### src/hw/rtl/lp2c_pkg.sv
// Shared types, constants and the arctangent table of the polar to Cartesian converter.
`timescale 1ns / 1ps

package lp2c_pkg;

   localparam int QUALITY_SHIFT = 2;
   localparam int CORDIC_STAGES = 16;
   localparam int MAX_STAGES    = 24;
   localparam int STAGE_COUNT   = (CORDIC_STAGES > MAX_STAGES) ? MAX_STAGES : CORDIC_STAGES;

   localparam int ANGLE_WIDTH    = 16;
   localparam int RANGE_WIDTH    = 18;
   localparam int QUALITY_WIDTH  = 8;
   localparam int STRENGTH_WIDTH = 6;
   localparam int COORD_WIDTH    = 19;
   localparam int FRAC_BITS      = 12;

   // Rotator word: 30 bits of magnitude plus sign and growth headroom.
   localparam int ROT_WIDTH   = 34;
   localparam int GAIN_WIDTH  = 30;
   localparam int PROD_WIDTH  = RANGE_WIDTH + GAIN_WIDTH;
   localparam int PROD_SHIFT  = 30 - FRAC_BITS;
   localparam int ROUND_WIDTH = ROT_WIDTH - FRAC_BITS;

   localparam logic [GAIN_WIDTH-1:0] GAIN_Q30 = 30'd652032874;
   localparam logic signed [ROT_WIDTH-1:0] ROUND_HALF = ROT_WIDTH'(2048);
   localparam logic signed [ROUND_WIDTH:0] OUT_LIMIT = (ROUND_WIDTH + 1)'(262143);

   localparam int REQ_DATA_WIDTH = 48;
   localparam int RSP_DATA_WIDTH = 80;

   localparam logic [1:0] QUADRANT_0 = 2'd0;
   localparam logic [1:0] QUADRANT_1 = 2'd1;
   localparam logic [1:0] QUADRANT_2 = 2'd2;
   localparam logic [1:0] QUADRANT_3 = 2'd3;

   // Arctangent of 2^-i in phase units where 2^32 is a full circle.
   localparam logic [31:0] ATAN_PHASE [MAX_STAGES] = '{
      32'h20000000, 32'h12E4051E, 32'h09FB385B, 32'h051111D4,
      32'h028B0D43, 32'h0145D7E1, 32'h00A2F61E, 32'h00517C55,
      32'h0028BE53, 32'h00145F2F, 32'h000A2F98, 32'h000517CC,
      32'h00028BE6, 32'h000145F3, 32'h0000A2FA, 32'h0000517D,
      32'h000028BE, 32'h0000145F, 32'h00000A30, 32'h00000518,
      32'h0000028C, 32'h00000146, 32'h000000A3, 32'h00000051
   };

   typedef struct packed {
      logic [ANGLE_WIDTH-1:0]    angle;
      logic [RANGE_WIDTH-1:0]    range;
      logic [STRENGTH_WIDTH-1:0] strength;
   } side_type;

   typedef struct packed {
      logic                        valid;
      logic signed [ROT_WIDTH-1:0] x;
      logic signed [ROT_WIDTH-1:0] y;
      logic signed [ROT_WIDTH-1:0] phase;
      side_type                    side;
   } rot_type;

endpackage

### src/hw/rtl/lp2c_front.sv
// Entry stage: prescales the range by the CORDIC gain, splits the angle and sizes the strength.
`timescale 1ns / 1ps

module lp2c_front (
   input  logic                                   clock,
   input  logic                                   reset,
   input  logic                                   in_valid,
   output logic                                   in_ready,
   input  logic [lp2c_pkg::ANGLE_WIDTH-1:0]       angle_code,
   input  logic [lp2c_pkg::RANGE_WIDTH-1:0]       range_quarter_mm,
   input  logic [lp2c_pkg::QUALITY_WIDTH-1:0]     quality,
   input  logic                                   out_ready,
   output lp2c_pkg::rot_type                      out_stage
);
   import lp2c_pkg::*;

   rot_type                    stage_ff;
   rot_type                    stage_in;
   logic [PROD_WIDTH-1:0]      product;
   logic [QUALITY_WIDTH-1:0]   shifted_quality;
   logic                       load;

   assign load     = !stage_ff.valid || out_ready;
   assign in_ready = load;

   always_comb begin
      product         = PROD_WIDTH'(range_quarter_mm) * PROD_WIDTH'(GAIN_Q30);
      shifted_quality = quality >> QUALITY_SHIFT;

      stage_in.valid = in_valid;
      stage_in.x     = ROT_WIDTH'(product[PROD_WIDTH-1:PROD_SHIFT]);
      stage_in.y     = '0;
      // The residual below one quadrant becomes a phase where 2^32 is a full circle.
      stage_in.phase = ROT_WIDTH'({angle_code[ANGLE_WIDTH-3:0], 16'h0000});
      stage_in.side.angle = angle_code;
      stage_in.side.range = range_quarter_mm;
      if (shifted_quality > QUALITY_WIDTH'((1 << STRENGTH_WIDTH) - 1)) begin
         stage_in.side.strength = '1;
      end else begin
         stage_in.side.strength = shifted_quality[STRENGTH_WIDTH-1:0];
      end
   end

   always_ff @(posedge clock) begin
      if (reset) begin
         stage_ff.valid <= 1'b0;
      end else if (load) begin
         stage_ff <= stage_in;
      end
   end

   assign out_stage = stage_ff;

endmodule

### config.mk
export PLATFORM = sky130hd
export DESIGN_NAME = lp2c_front
export DESIGN_NICKNAME = d
export VERILOG_FILES = /design/src/hw/rtl/lp2c_pkg.sv /design/src/hw/rtl/lp2c_front.sv
export SDC_FILE = /design/constraint.sdc
export NUM_CORES = 1
export LEC_CHECK = 0
export BUFFER_PORTS_ARGS = -buffer_cell sky130_fd_sc_hd__buf_2
export CAP_MARGIN = 5
export CORE_MARGIN = 8
export CORE_UTILIZATION = 45
export CTS_BUF_LIST = sky130_fd_sc_hd__clkbuf_16
export CTS_CLUSTER_DIAMETER = 150
export CTS_CLUSTER_SIZE = 16
export DETAILED_ROUTE_END_ITERATION = 10
export GPL_ROUTABILITY_DRIVEN = 0
export GPL_TIMING_DRIVEN = 0
export PLACE_DENSITY_LB_ADDON = 0.2
export SYNTH_ARGS = -nofsm -noshare
export SYNTH_HDL_FRONTEND = slang
export SYNTH_SLANG_ARGS = --single-unit
### constraint.sdc
create_clock -name clock -period 7.55 [get_ports clock]
set_clock_uncertainty 0.05 [all_clocks]
set_input_delay 2.265 -clock clock [delete_from_list [all_inputs] [get_ports clock]]
set_output_delay 2.265 -clock clock [all_outputs]
set_load 0.01 [all_outputs]
==> out/results.tsv <==
metric	value	unit
vias per inst	4.75	
placed cells	1638	
Die Footprint	31500	um^2
CP Data Arrival Time	7.48	ns
crit path max fanout	7	
Clock Tree Buf Depth	2	
Port-buffer cells	123	
Yosys top cell by area	fa_1	
fillers	2253	
data required time of the worst path	7.60	ns
Syn Inst Count	1121	
ANT nets after route	0	
met2 routed WL	13.6	mm
core area	25800	um^2
Final Instance Area	14300	um^2
ant diodes	0	
max reg flops	71	
worst reg-to-reg path cell count	4	
final setup TNS	0	ns
HP Start	out_stage[142]	
commonest non-fill, non-tap cells in the layout	336 x inv_1, 197 x fa_1, 123 x ha_1	
Worst Path Buf+Inv	3	
status	completed	
Seq/Total Area, Yosys	0.181	
vias post-DR	7965	
Layout Area Growth over Synthesis	21.6	%
RSZ-0062 raised after global routing	true	
most used cell along the critical path	fa_1	
async set-reset flop share out of synthesis	0	
leading post-synthesis cells by cell area	fa_1 36%, edfxtp_1 18%, ha_1 17%, inv_1 11%, buf_4 4.6%	
Slowest cell on crit path	fa_1	
Crit. End Element	register	
FF/Latch Area	2120	um^2
Post-synth EDFFs	70	
fmax	0.135	GHz
max-slew violation count	0	
H-tree lvl count	3	
Max stage delay on crit path	0.56	ns
commonest non-fill, non-tap cell in the layout	inv_1	
vias in the first global route	8520	
Slew @ Worst Pin	0.522	ns
DR WL/cell	17.6	um
area occupied by multi-input gates	8590	um^2
CTS tree	done	
FF+latch count, synth	71	
Max transition margin	0.652	
total CTS buffers	9	
critical path, cell by cell	buf_6 -> fa_2 -> fa_1 -> inv_1 -> fa_1 -> fa_1 -> inv_1 -> fa_1 -> fa_2 -> ha_4 -> nand4_1 -> a211o_1 -> and3_4 -> o311ai_4 -> a31o_4 -> a41oi_2 -> xnor2_1	
layout cells sized above 1	0.259	
row cnt	59	
starting density of the core	0.455	
CP Launch Type	primary input	
Avg Inst Size Synth	10.5	um^2
r2r startpoint	out_stage[142]	
Nets	1751	
Final setup viols	0	
highest metal layer with signal wires	met4	
fin crit share	0.983	
hold_buf cts	0	
Hold Path Sink	out_stage[142]	
DRT Wirelength	29.5	mm
Die Y	178	um
initial antenna violation count	0	
Most used DFF post-synth	edfxtp_1	
Final Instance Count excl. Fillers	1677	
Pre-Repair DR Iteration Count	4	
Ports	190	
clock sink count	71	
overall routing resource usage	0.190	
critical path class	in2reg	
final-report hold violation count	0	
DRC	0	
DPL Wire Length	25.0	mm
largest net degree at the start of global routing	34	
Hold Path Stages	3	
Die X-Extent	178	um
placed cell area	13000	um^2
Worst-Skew Late Latency	0.35	ns
Overflow after GRT	0	
Reg-to-Reg End	out_stage[21]	
Cell Area, Synth	11800	um^2
Reg2Reg Setup Slack	5.88	ns
M1 WL	13.0	mm
met3 wire len	2.34	mm
Cell variety after synth	57	
synth warn	0	
clk slew on worst S/H paths	0.06	ns
minimum clock period	7.43	ns
Synth top area share	0.359	
HP Class	reg2reg	
DR iter-0 viols	379	
cell family with most CP delay	adder cells	
first-pass GRT wire length	45.6	mm
root buffer cell	clkbuf_16	
max-cap violations	0	
worst reg2reg max path: stages, from the launching register on:
cell	delay (ns)
dfxtp_1	0.30
nor2b_1	0.17
nor2_4	0.33
buf_12	0.25
buf_12	0.24
kinds of logic after synthesis:
| kind of cell | count (synthesis) | synth area share |
|---|---|---|
| buffers and inverters | 431 | 0.162 |
| adders and majority gates | 368 | 0.527 |
| AOI/OAI and AO/OA | 117 | 0.0673 |
| and+or+nand+nor | 106 | 0.0434 |
| DFF | 71 | 0.181 |
| xor gates and xnor gates | 27 | 0.0201 |
| other | 1 | 0.000319 |
synthesized netlist by cell type (all sizes together) (5+ instances only):
master / count
inv: 345
fa: 211
ha: 157
buf: 76
edfxtp: 70
a21oi: 42
nor2: 31
nand2: 30
a21o: 17
xnor2: 15
o21ai: 14
xor2: 12
clkbuf: 10
nand4: 9
nand3: 8
o21bai: 5
metrics by stage:
step                      worst slack (ns)   util  hold WS, ns
after floorplan                     0.0390      -        0.575
after global placement              -0.910  0.503        0.540
after detailed placement            -0.953  0.505        0.595
after CTS                         -0.00199  0.532        0.604
after global routing               -0.0368  0.553        0.636
final                                0.125  0.553        0.598
worst max path at each step:
stage / start / end / slack [ns] / depth (start not counted)
floorplan: range_quarter_mm[6] / out_stage[131] / 0.04 / 20
global placement: range_quarter_mm[9] / out_stage[137] / -0.91 / 19
detailed placement: range_quarter_mm[9] / out_stage[131] / -0.95 / 21
CTS: range_quarter_mm[10] / out_stage[131] / -0.002 / 21
global route: range_quarter_mm[8] / out_stage[137] / -0.04 / 21
finish: range_quarter_mm[3] / out_stage[131] / 0.12 / 17
cell type report:
class | count | area share
clock inverter | 7 | 0.00517
inverter | 345 | 0.0908
clock buffer | 9 | 0.0158
multi-input combinational | 676 | 0.601
buffer | 82 | 0.0423
timing repair buffer | 152 | 0.0673
sequential | 71 | 0.148
tap | 335 | 0.0293
layer usage:
layer	vias to the layer above	GRT usage
met2	297	0.302
met5	-	0
met1	3871	0.253
met4	0	0.0531
li1	3766	-
met3	31	0.0498
repair_timing:
action | CTS | global route
setup endpoints to repair | 21 | 15
setup buffers | 6 | 21
gates resized for setup | 82 | 92
pin swaps | 14 | 54
Power is not shown: default switching activity piles up to over one toggle a cycle in this logic, so the estimate is an artifact.
