### config.mk
export PLATFORM = sky130hd
export DESIGN_NAME = lp2c_back
export DESIGN_NICKNAME = d
export VERILOG_FILES = /design/src/hw/rtl/lp2c_pkg.sv /design/src/hw/rtl/lp2c_back.sv
export SDC_FILE = /design/constraint.sdc
export NUM_CORES = 1
export LEC_CHECK = 0
export BUFFER_PORTS_ARGS = -buffer_cell sky130_fd_sc_hd__buf_2
export CAP_MARGIN = 20
export CORE_ASPECT_RATIO = 0.5
export CORE_MARGIN = 5
export CORE_UTILIZATION = 44
export CTS_CLUSTER_DIAMETER = 40
export DETAILED_ROUTE_END_ITERATION = 12
export PLACE_DENSITY = 0.74
export SLEW_MARGIN = 20
export SYNTH_ARGS = -nofsm -noshare
export SYNTH_HDL_FRONTEND = slang
export SYNTH_SLANG_ARGS = --single-unit
### constraint.sdc
create_clock -name clock -period 4.42 [get_ports clock]
set_input_delay 1.105 -clock clock [delete_from_list [all_inputs] [get_ports clock]]
set_output_delay 1.105 -clock clock [all_outputs]
set_load 0.02 [all_outputs]
### src/hw/rtl/lp2c_pkg.sv
// Shared types, constants and the arctangent table of the polar to Cartesian converter.
`timescale 1ns / 1ps

package lp2c_pkg;

   localparam int QUALITY_SHIFT = 2;
   localparam int CORDIC_STAGES = 16;
   localparam int MAX_STAGES    = 24;
   localparam int STAGE_COUNT   = (CORDIC_STAGES > MAX_STAGES) ? MAX_STAGES : CORDIC_STAGES;

   localparam int ANGLE_WIDTH    = 16;
   localparam int RANGE_WIDTH    = 18;
   localparam int QUALITY_WIDTH  = 8;
   localparam int STRENGTH_WIDTH = 6;
   localparam int COORD_WIDTH    = 19;
   localparam int FRAC_BITS      = 12;

   // Rotator word: 30 bits of magnitude plus sign and growth headroom.
   localparam int ROT_WIDTH   = 34;
   localparam int GAIN_WIDTH  = 30;
   localparam int PROD_WIDTH  = RANGE_WIDTH + GAIN_WIDTH;
   localparam int PROD_SHIFT  = 30 - FRAC_BITS;
   localparam int ROUND_WIDTH = ROT_WIDTH - FRAC_BITS;

   localparam logic [GAIN_WIDTH-1:0] GAIN_Q30 = 30'd652032874;
   localparam logic signed [ROT_WIDTH-1:0] ROUND_HALF = ROT_WIDTH'(2048);
   localparam logic signed [ROUND_WIDTH:0] OUT_LIMIT = (ROUND_WIDTH + 1)'(262143);

   localparam int REQ_DATA_WIDTH = 48;
   localparam int RSP_DATA_WIDTH = 80;

   localparam logic [1:0] QUADRANT_0 = 2'd0;
   localparam logic [1:0] QUADRANT_1 = 2'd1;
   localparam logic [1:0] QUADRANT_2 = 2'd2;
   localparam logic [1:0] QUADRANT_3 = 2'd3;

   // Arctangent of 2^-i in phase units where 2^32 is a full circle.
   localparam logic [31:0] ATAN_PHASE [MAX_STAGES] = '{
      32'h20000000, 32'h12E4051E, 32'h09FB385B, 32'h051111D4,
      32'h028B0D43, 32'h0145D7E1, 32'h00A2F61E, 32'h00517C55,
      32'h0028BE53, 32'h00145F2F, 32'h000A2F98, 32'h000517CC,
      32'h00028BE6, 32'h000145F3, 32'h0000A2FA, 32'h0000517D,
      32'h000028BE, 32'h0000145F, 32'h00000A30, 32'h00000518,
      32'h0000028C, 32'h00000146, 32'h000000A3, 32'h00000051
   };

   typedef struct packed {
      logic [ANGLE_WIDTH-1:0]    angle;
      logic [RANGE_WIDTH-1:0]    range;
      logic [STRENGTH_WIDTH-1:0] strength;
   } side_type;

   typedef struct packed {
      logic                        valid;
      logic signed [ROT_WIDTH-1:0] x;
      logic signed [ROT_WIDTH-1:0] y;
      logic signed [ROT_WIDTH-1:0] phase;
      side_type                    side;
   } rot_type;

endpackage

### src/hw/rtl/lp2c_back.sv
// Output stage: rounds, applies the quadrant rotation, saturates and holds the response.
`timescale 1ns / 1ps

module lp2c_back (
   input  logic                                     clock,
   input  logic                                     reset,
   input  lp2c_pkg::rot_type                        in_stage,
   output logic                                     in_ready,
   output logic                                     out_valid,
   input  logic                                     out_ready,
   output logic signed [lp2c_pkg::COORD_WIDTH-1:0]  x_out,
   output logic signed [lp2c_pkg::COORD_WIDTH-1:0]  y_out,
   output lp2c_pkg::side_type                       side_out
);
   import lp2c_pkg::*;

   logic signed [ROT_WIDTH-1:0]     x_sum;
   logic signed [ROT_WIDTH-1:0]     y_sum;
   logic signed [ROUND_WIDTH:0]     x_round;
   logic signed [ROUND_WIDTH:0]     y_round;
   logic signed [ROUND_WIDTH:0]     x_rot;
   logic signed [ROUND_WIDTH:0]     y_rot;
   logic signed [COORD_WIDTH-1:0]   x_in;
   logic signed [COORD_WIDTH-1:0]   y_in;
   logic                            valid_ff;
   logic signed [COORD_WIDTH-1:0]   x_ff;
   logic signed [COORD_WIDTH-1:0]   y_ff;
   side_type                        side_ff;
   logic                            load;

   assign load     = !valid_ff || out_ready;
   assign in_ready = load;

   function automatic logic signed [COORD_WIDTH-1:0] clamp_out(
      input logic signed [ROUND_WIDTH:0] v
   );
      logic signed [ROUND_WIDTH:0] c;
      begin
         if (v > OUT_LIMIT) begin
            c = OUT_LIMIT;
         end else if (v < -OUT_LIMIT) begin
            c = -OUT_LIMIT;
         end else begin
            c = v;
         end
         clamp_out = c[COORD_WIDTH-1:0];
      end
   endfunction

   always_comb begin
      x_sum   = in_stage.x + ROUND_HALF;
      y_sum   = in_stage.y + ROUND_HALF;
      x_round = (ROUND_WIDTH + 1)'($signed(x_sum[ROT_WIDTH-1:FRAC_BITS]));
      y_round = (ROUND_WIDTH + 1)'($signed(y_sum[ROT_WIDTH-1:FRAC_BITS]));
      case (in_stage.side.angle[ANGLE_WIDTH-1 -: 2])
         QUADRANT_1: begin
            x_rot = -y_round;
            y_rot = x_round;
         end
         QUADRANT_2: begin
            x_rot = -x_round;
            y_rot = -y_round;
         end
         QUADRANT_3: begin
            x_rot = y_round;
            y_rot = -x_round;
         end
         default: begin
            x_rot = x_round;
            y_rot = y_round;
         end
      endcase
      x_in = clamp_out(x_rot);
      y_in = clamp_out(y_rot);
   end

   always_ff @(posedge clock) begin
      if (reset) begin
         valid_ff <= 1'b0;
      end else if (load) begin
         valid_ff <= in_stage.valid;
      end
   end

   always_ff @(posedge clock) begin
      if (load) begin
         x_ff    <= x_in;
         y_ff    <= y_in;
         side_ff <= in_stage.side;
      end
   end

   assign out_valid = valid_ff;
   assign x_out     = x_ff;
   assign y_out     = y_ff;
   assign side_out  = side_ff;

endmodule

==> qor.yml <==
run_status:
  outcome: "finished with violations"
  failed_checks: "setup timing"
synthesis:
  yosysWarnings: 0
  synth_seq_area_share_pct: 32.3
  synthArstFlopShare_pct: 0
  syn_area_per_cell_um2: 8.79
  synthCells: 833
  ys_ff_latch: 79
  yosys.cell_types.count: 103
  syn_nets: 983
  synth_area_mm2: 0.00732
  synthFlopType: "edfxtp_1"
  synth_edf_count: 78
clock_tree:
  clock-sinks: 79
  clk_latency_ps: 330
  clock_path_buffers: 2
  clk_pin_slew_ps: 60
  cts_tree: "done"
  cts_buffers: 9
  postCtsHoldBufs: 0
  root_buffer: "clkbuf_16"
  htreeDepth: 3
drt:
  routed_wl_um: 27800
  ant_nets: 0
  drc: 0
  num_vias: 8472
  vias_per_cell: 5.73
  drt_iter0_markers: 638
  drt_pass1_iterations: 6
  avgRoutedWirePerCell_um: 18.8
sta:
  rsz0062_at_grt: "true"
  period_share_pct: 101
  drv_slew: 0
  finalSetupViolCount: 18
  fin_worst_skew_ps: 9.49
  slew_headroom_pct: 27.3
  max_freq_ghz: 0.224
  worst_pin_slew_ps: 1090
  period_needed_ps: 4470
  worst_slack_ps: -49.8
  finalHoldViolations: 0
floorplanning:
  die_area_mm2: 0.0195
  design.core.area_mm2: 0.0164
  die_w_um: 192
  io_pins: 226
  die_h_um: 101
  rows: 33
  initial_utilization_pct: 44.8
layout:
  final_cell_mix: "buf_4, buf_2, edfxtp_1, nand2_1, nor2_1"
  final_common_cell: "buf_4"
  drive_gt1_share_pct: 49.2
  n_antenna_cell: 0
  fill_cells: 1301
  fin_cells: 1478
  area_growth_syn_to_layout_pct: 55.3
  layout.nets: 1396
  utilization_pct: 69.6
global_route:
  first_global_vias: 7809
  antenna_found_initial: 0
  grt_max_degree: 80
  grt_pass1_wl_um: 41000
  grt-ovfl-total: 0
  grtUsageTotal_pct: 26.5
worst_setup_path:
  end_kind: "register"
  crit_required_ps: 4490
  cp_max_fo: 6
  rr_worst_depth: 2
  worstReg2RegStart: "out_valid$_SDFFE_PP0P_"
  path_class: "input pin to register"
  startpoint: "in_stage[119]"
  cp.arrival_ps: 4540
  rrSetupSlack_ps: 2860
  reg2reg_to: "y_out[1]$_SDFFCE_PN1P_"
  crit_path_end: "x_out[5]$_SDFFCE_PN1P_"
  worstSetupStartpointType: "input pin"
placement:
  portBuffers: 169
  placed_cells: 1435
  gp_congestion: 1.01
  dp_hpwl_um: 21800
pwr:
  leakage_nw: 4.81
  swShare_pct: 33.5
  intPower_mw: 1.76
  p_comb_share_pct: 39.5
  p_switching_mw: 0.888
  ir_drop_mv: 0.216
  power_density_mw_per_mm2: 233
  power.share.clock_pct: 25.2
  pwr-share-seq_pct: 35.3
run:
  cap_violations: 0
hold_path:
  holdCritPathClass: "input pin to register"
## cell families (layout without fill, tap and decap cells)
family	Yosys count	in the layout	share of synthesized area, %
xor+xnor	67	67	8.11
simple gates	359	359	28.2
flops	79	79	32.3
mux	28	28	3.93
compound gates	219	219	21.6
fa+ha+maj	4	4	0.683
buf+inv	77	495	5.23
## layout make-up
type,instances,area [µm²],area share [%]
clock inverter,4,23.8,0.209
inverter,14,52.6,0.462
tap,227,284,2.50
timing repair buffer,465,3230,28.4
sequential,79,2360,20.8
multi-input combinational,677,5180,45.5
clock buffer,12,246,2.17
## worst max-delay path, cell delays in order
cell,delay [ps]
buf_6,100
ha_4,190
xnor2_2,140
ha_2,200
nor2b_2,120
xnor2_1,140
xnor2_1,170
mux2i_1,140
or4_4,560
a211oi_2,150
buf_4,160
nand4_1,150
or4_4,560
nor4_4,280
o21a_4,190
clkbuf_16,140
a21oi_1,40
## stage by stage
stage          setup slack (ps)  hold WS (ps)  power [mW]  instance area [µm²]  TNS [ps]
2_1_floorplan             -52.7          1170        1.44                 7370      -735
3_3_place_gp               -409          1140        1.85                10200    -11420
3_5_place_dp               -441          1180        1.87                10200    -13560
4_1_cts                   -42.6           935        2.56                10600      -467
5_1_grt                    -191           930        2.77                11400     -4030
6_report                  -49.8           947        2.65                11400      -572
## timing repair
item	in CTS	in global routing
gates cloned	0	1
setup endpoints to repair	29	35
pin swaps	12	43
resized for setup	20	112
setup buffers	5	21
## flip-flops by register name, summed over array words and instances (netlist names)
signal and cells:
x_out 19, y_out 19, out_valid 1, side_out 40
## power groups by stage
stage               Clock (mW)  Sequential (mW)  Combinational, mW
detailed placement           0            0.953              0.922
CTS                      0.680            0.938              0.942
floorplan                    0             1.06              0.376
finish                   0.667            0.937               1.05
global placement             0            0.950              0.904
global route             0.721            0.943               1.11
## synth_stat cells (5+ instances only)
cell / n / area share (%)
o31ai_1: 7 / 0.72
a22oi_1: 6 / 0.61
buf_2: 14 / 0.96
or4_1: 7 / 0.72
a31oi_1: 15 / 1.3
a21oi_1: 53 / 3.6
nand2_1: 81 / 4.2
buf_6: 5 / 0.77
nand4_1: 24 / 2.0
nand2b_1: 8 / 0.68
mux2i_1: 22 / 3.0
inv_1: 12 / 0.61
nor3_1: 17 / 1.2
and3_1: 11 / 0.94
nand3b_1: 7 / 0.72
nor4_1: 9 / 0.77
xor2_1: 25 / 3.0
xnor2_1: 41 / 4.9
buf_4: 10 / 1.0
clkbuf_1: 30 / 1.5
and2_1: 9 / 0.77
nand3_1: 44 / 3.0
a211o_1: 6 / 0.72
nor2_1: 72 / 3.7
o211ai_1: 8 / 0.82
edfxtp_1: 78 / 32
o21ai_0: 35 / 2.4
mux2_2: 6 / 0.92
nor3b_1: 5 / 0.51
a211oi_1: 16 / 1.6
or3_1: 15 / 1.3
## per-layer routing
metal | vias to the layer above | track usage [%] | share of wire (%)
li1 | 4009 | - | -
met1 | 4055 | 37.6 | 44
met2 | 360 | 44.3 | 47
met3 | 48 | 3.24 | 8.2
met4 | 0 | 4.55 | 1.7
met5 | - | 0 | 0
## how the worst min path moves through the flow
stage | start | endpoint | slack [ps] | cells past startpoint
after floorplan | reset | out_valid$_SDFFE_PP0P_ | 1170 | 1
after global placement | out_valid$_SDFFE_PP0P_ | side_out[14]$_DFFE_PP_ | 1140 | 2
after detailed placement | out_valid$_SDFFE_PP0P_ | side_out[14]$_DFFE_PP_ | 1180 | 2
after CTS | in_stage[8] | side_out[8]$_DFFE_PP_ | 930 | 1
after global routing | in_stage[33] | side_out[33]$_DFFE_PP_ | 930 | 1
final | in_stage[8] | side_out[8]$_DFFE_PP_ | 950 | 1
Note: power is estimated with default switching activity, not from simulation.
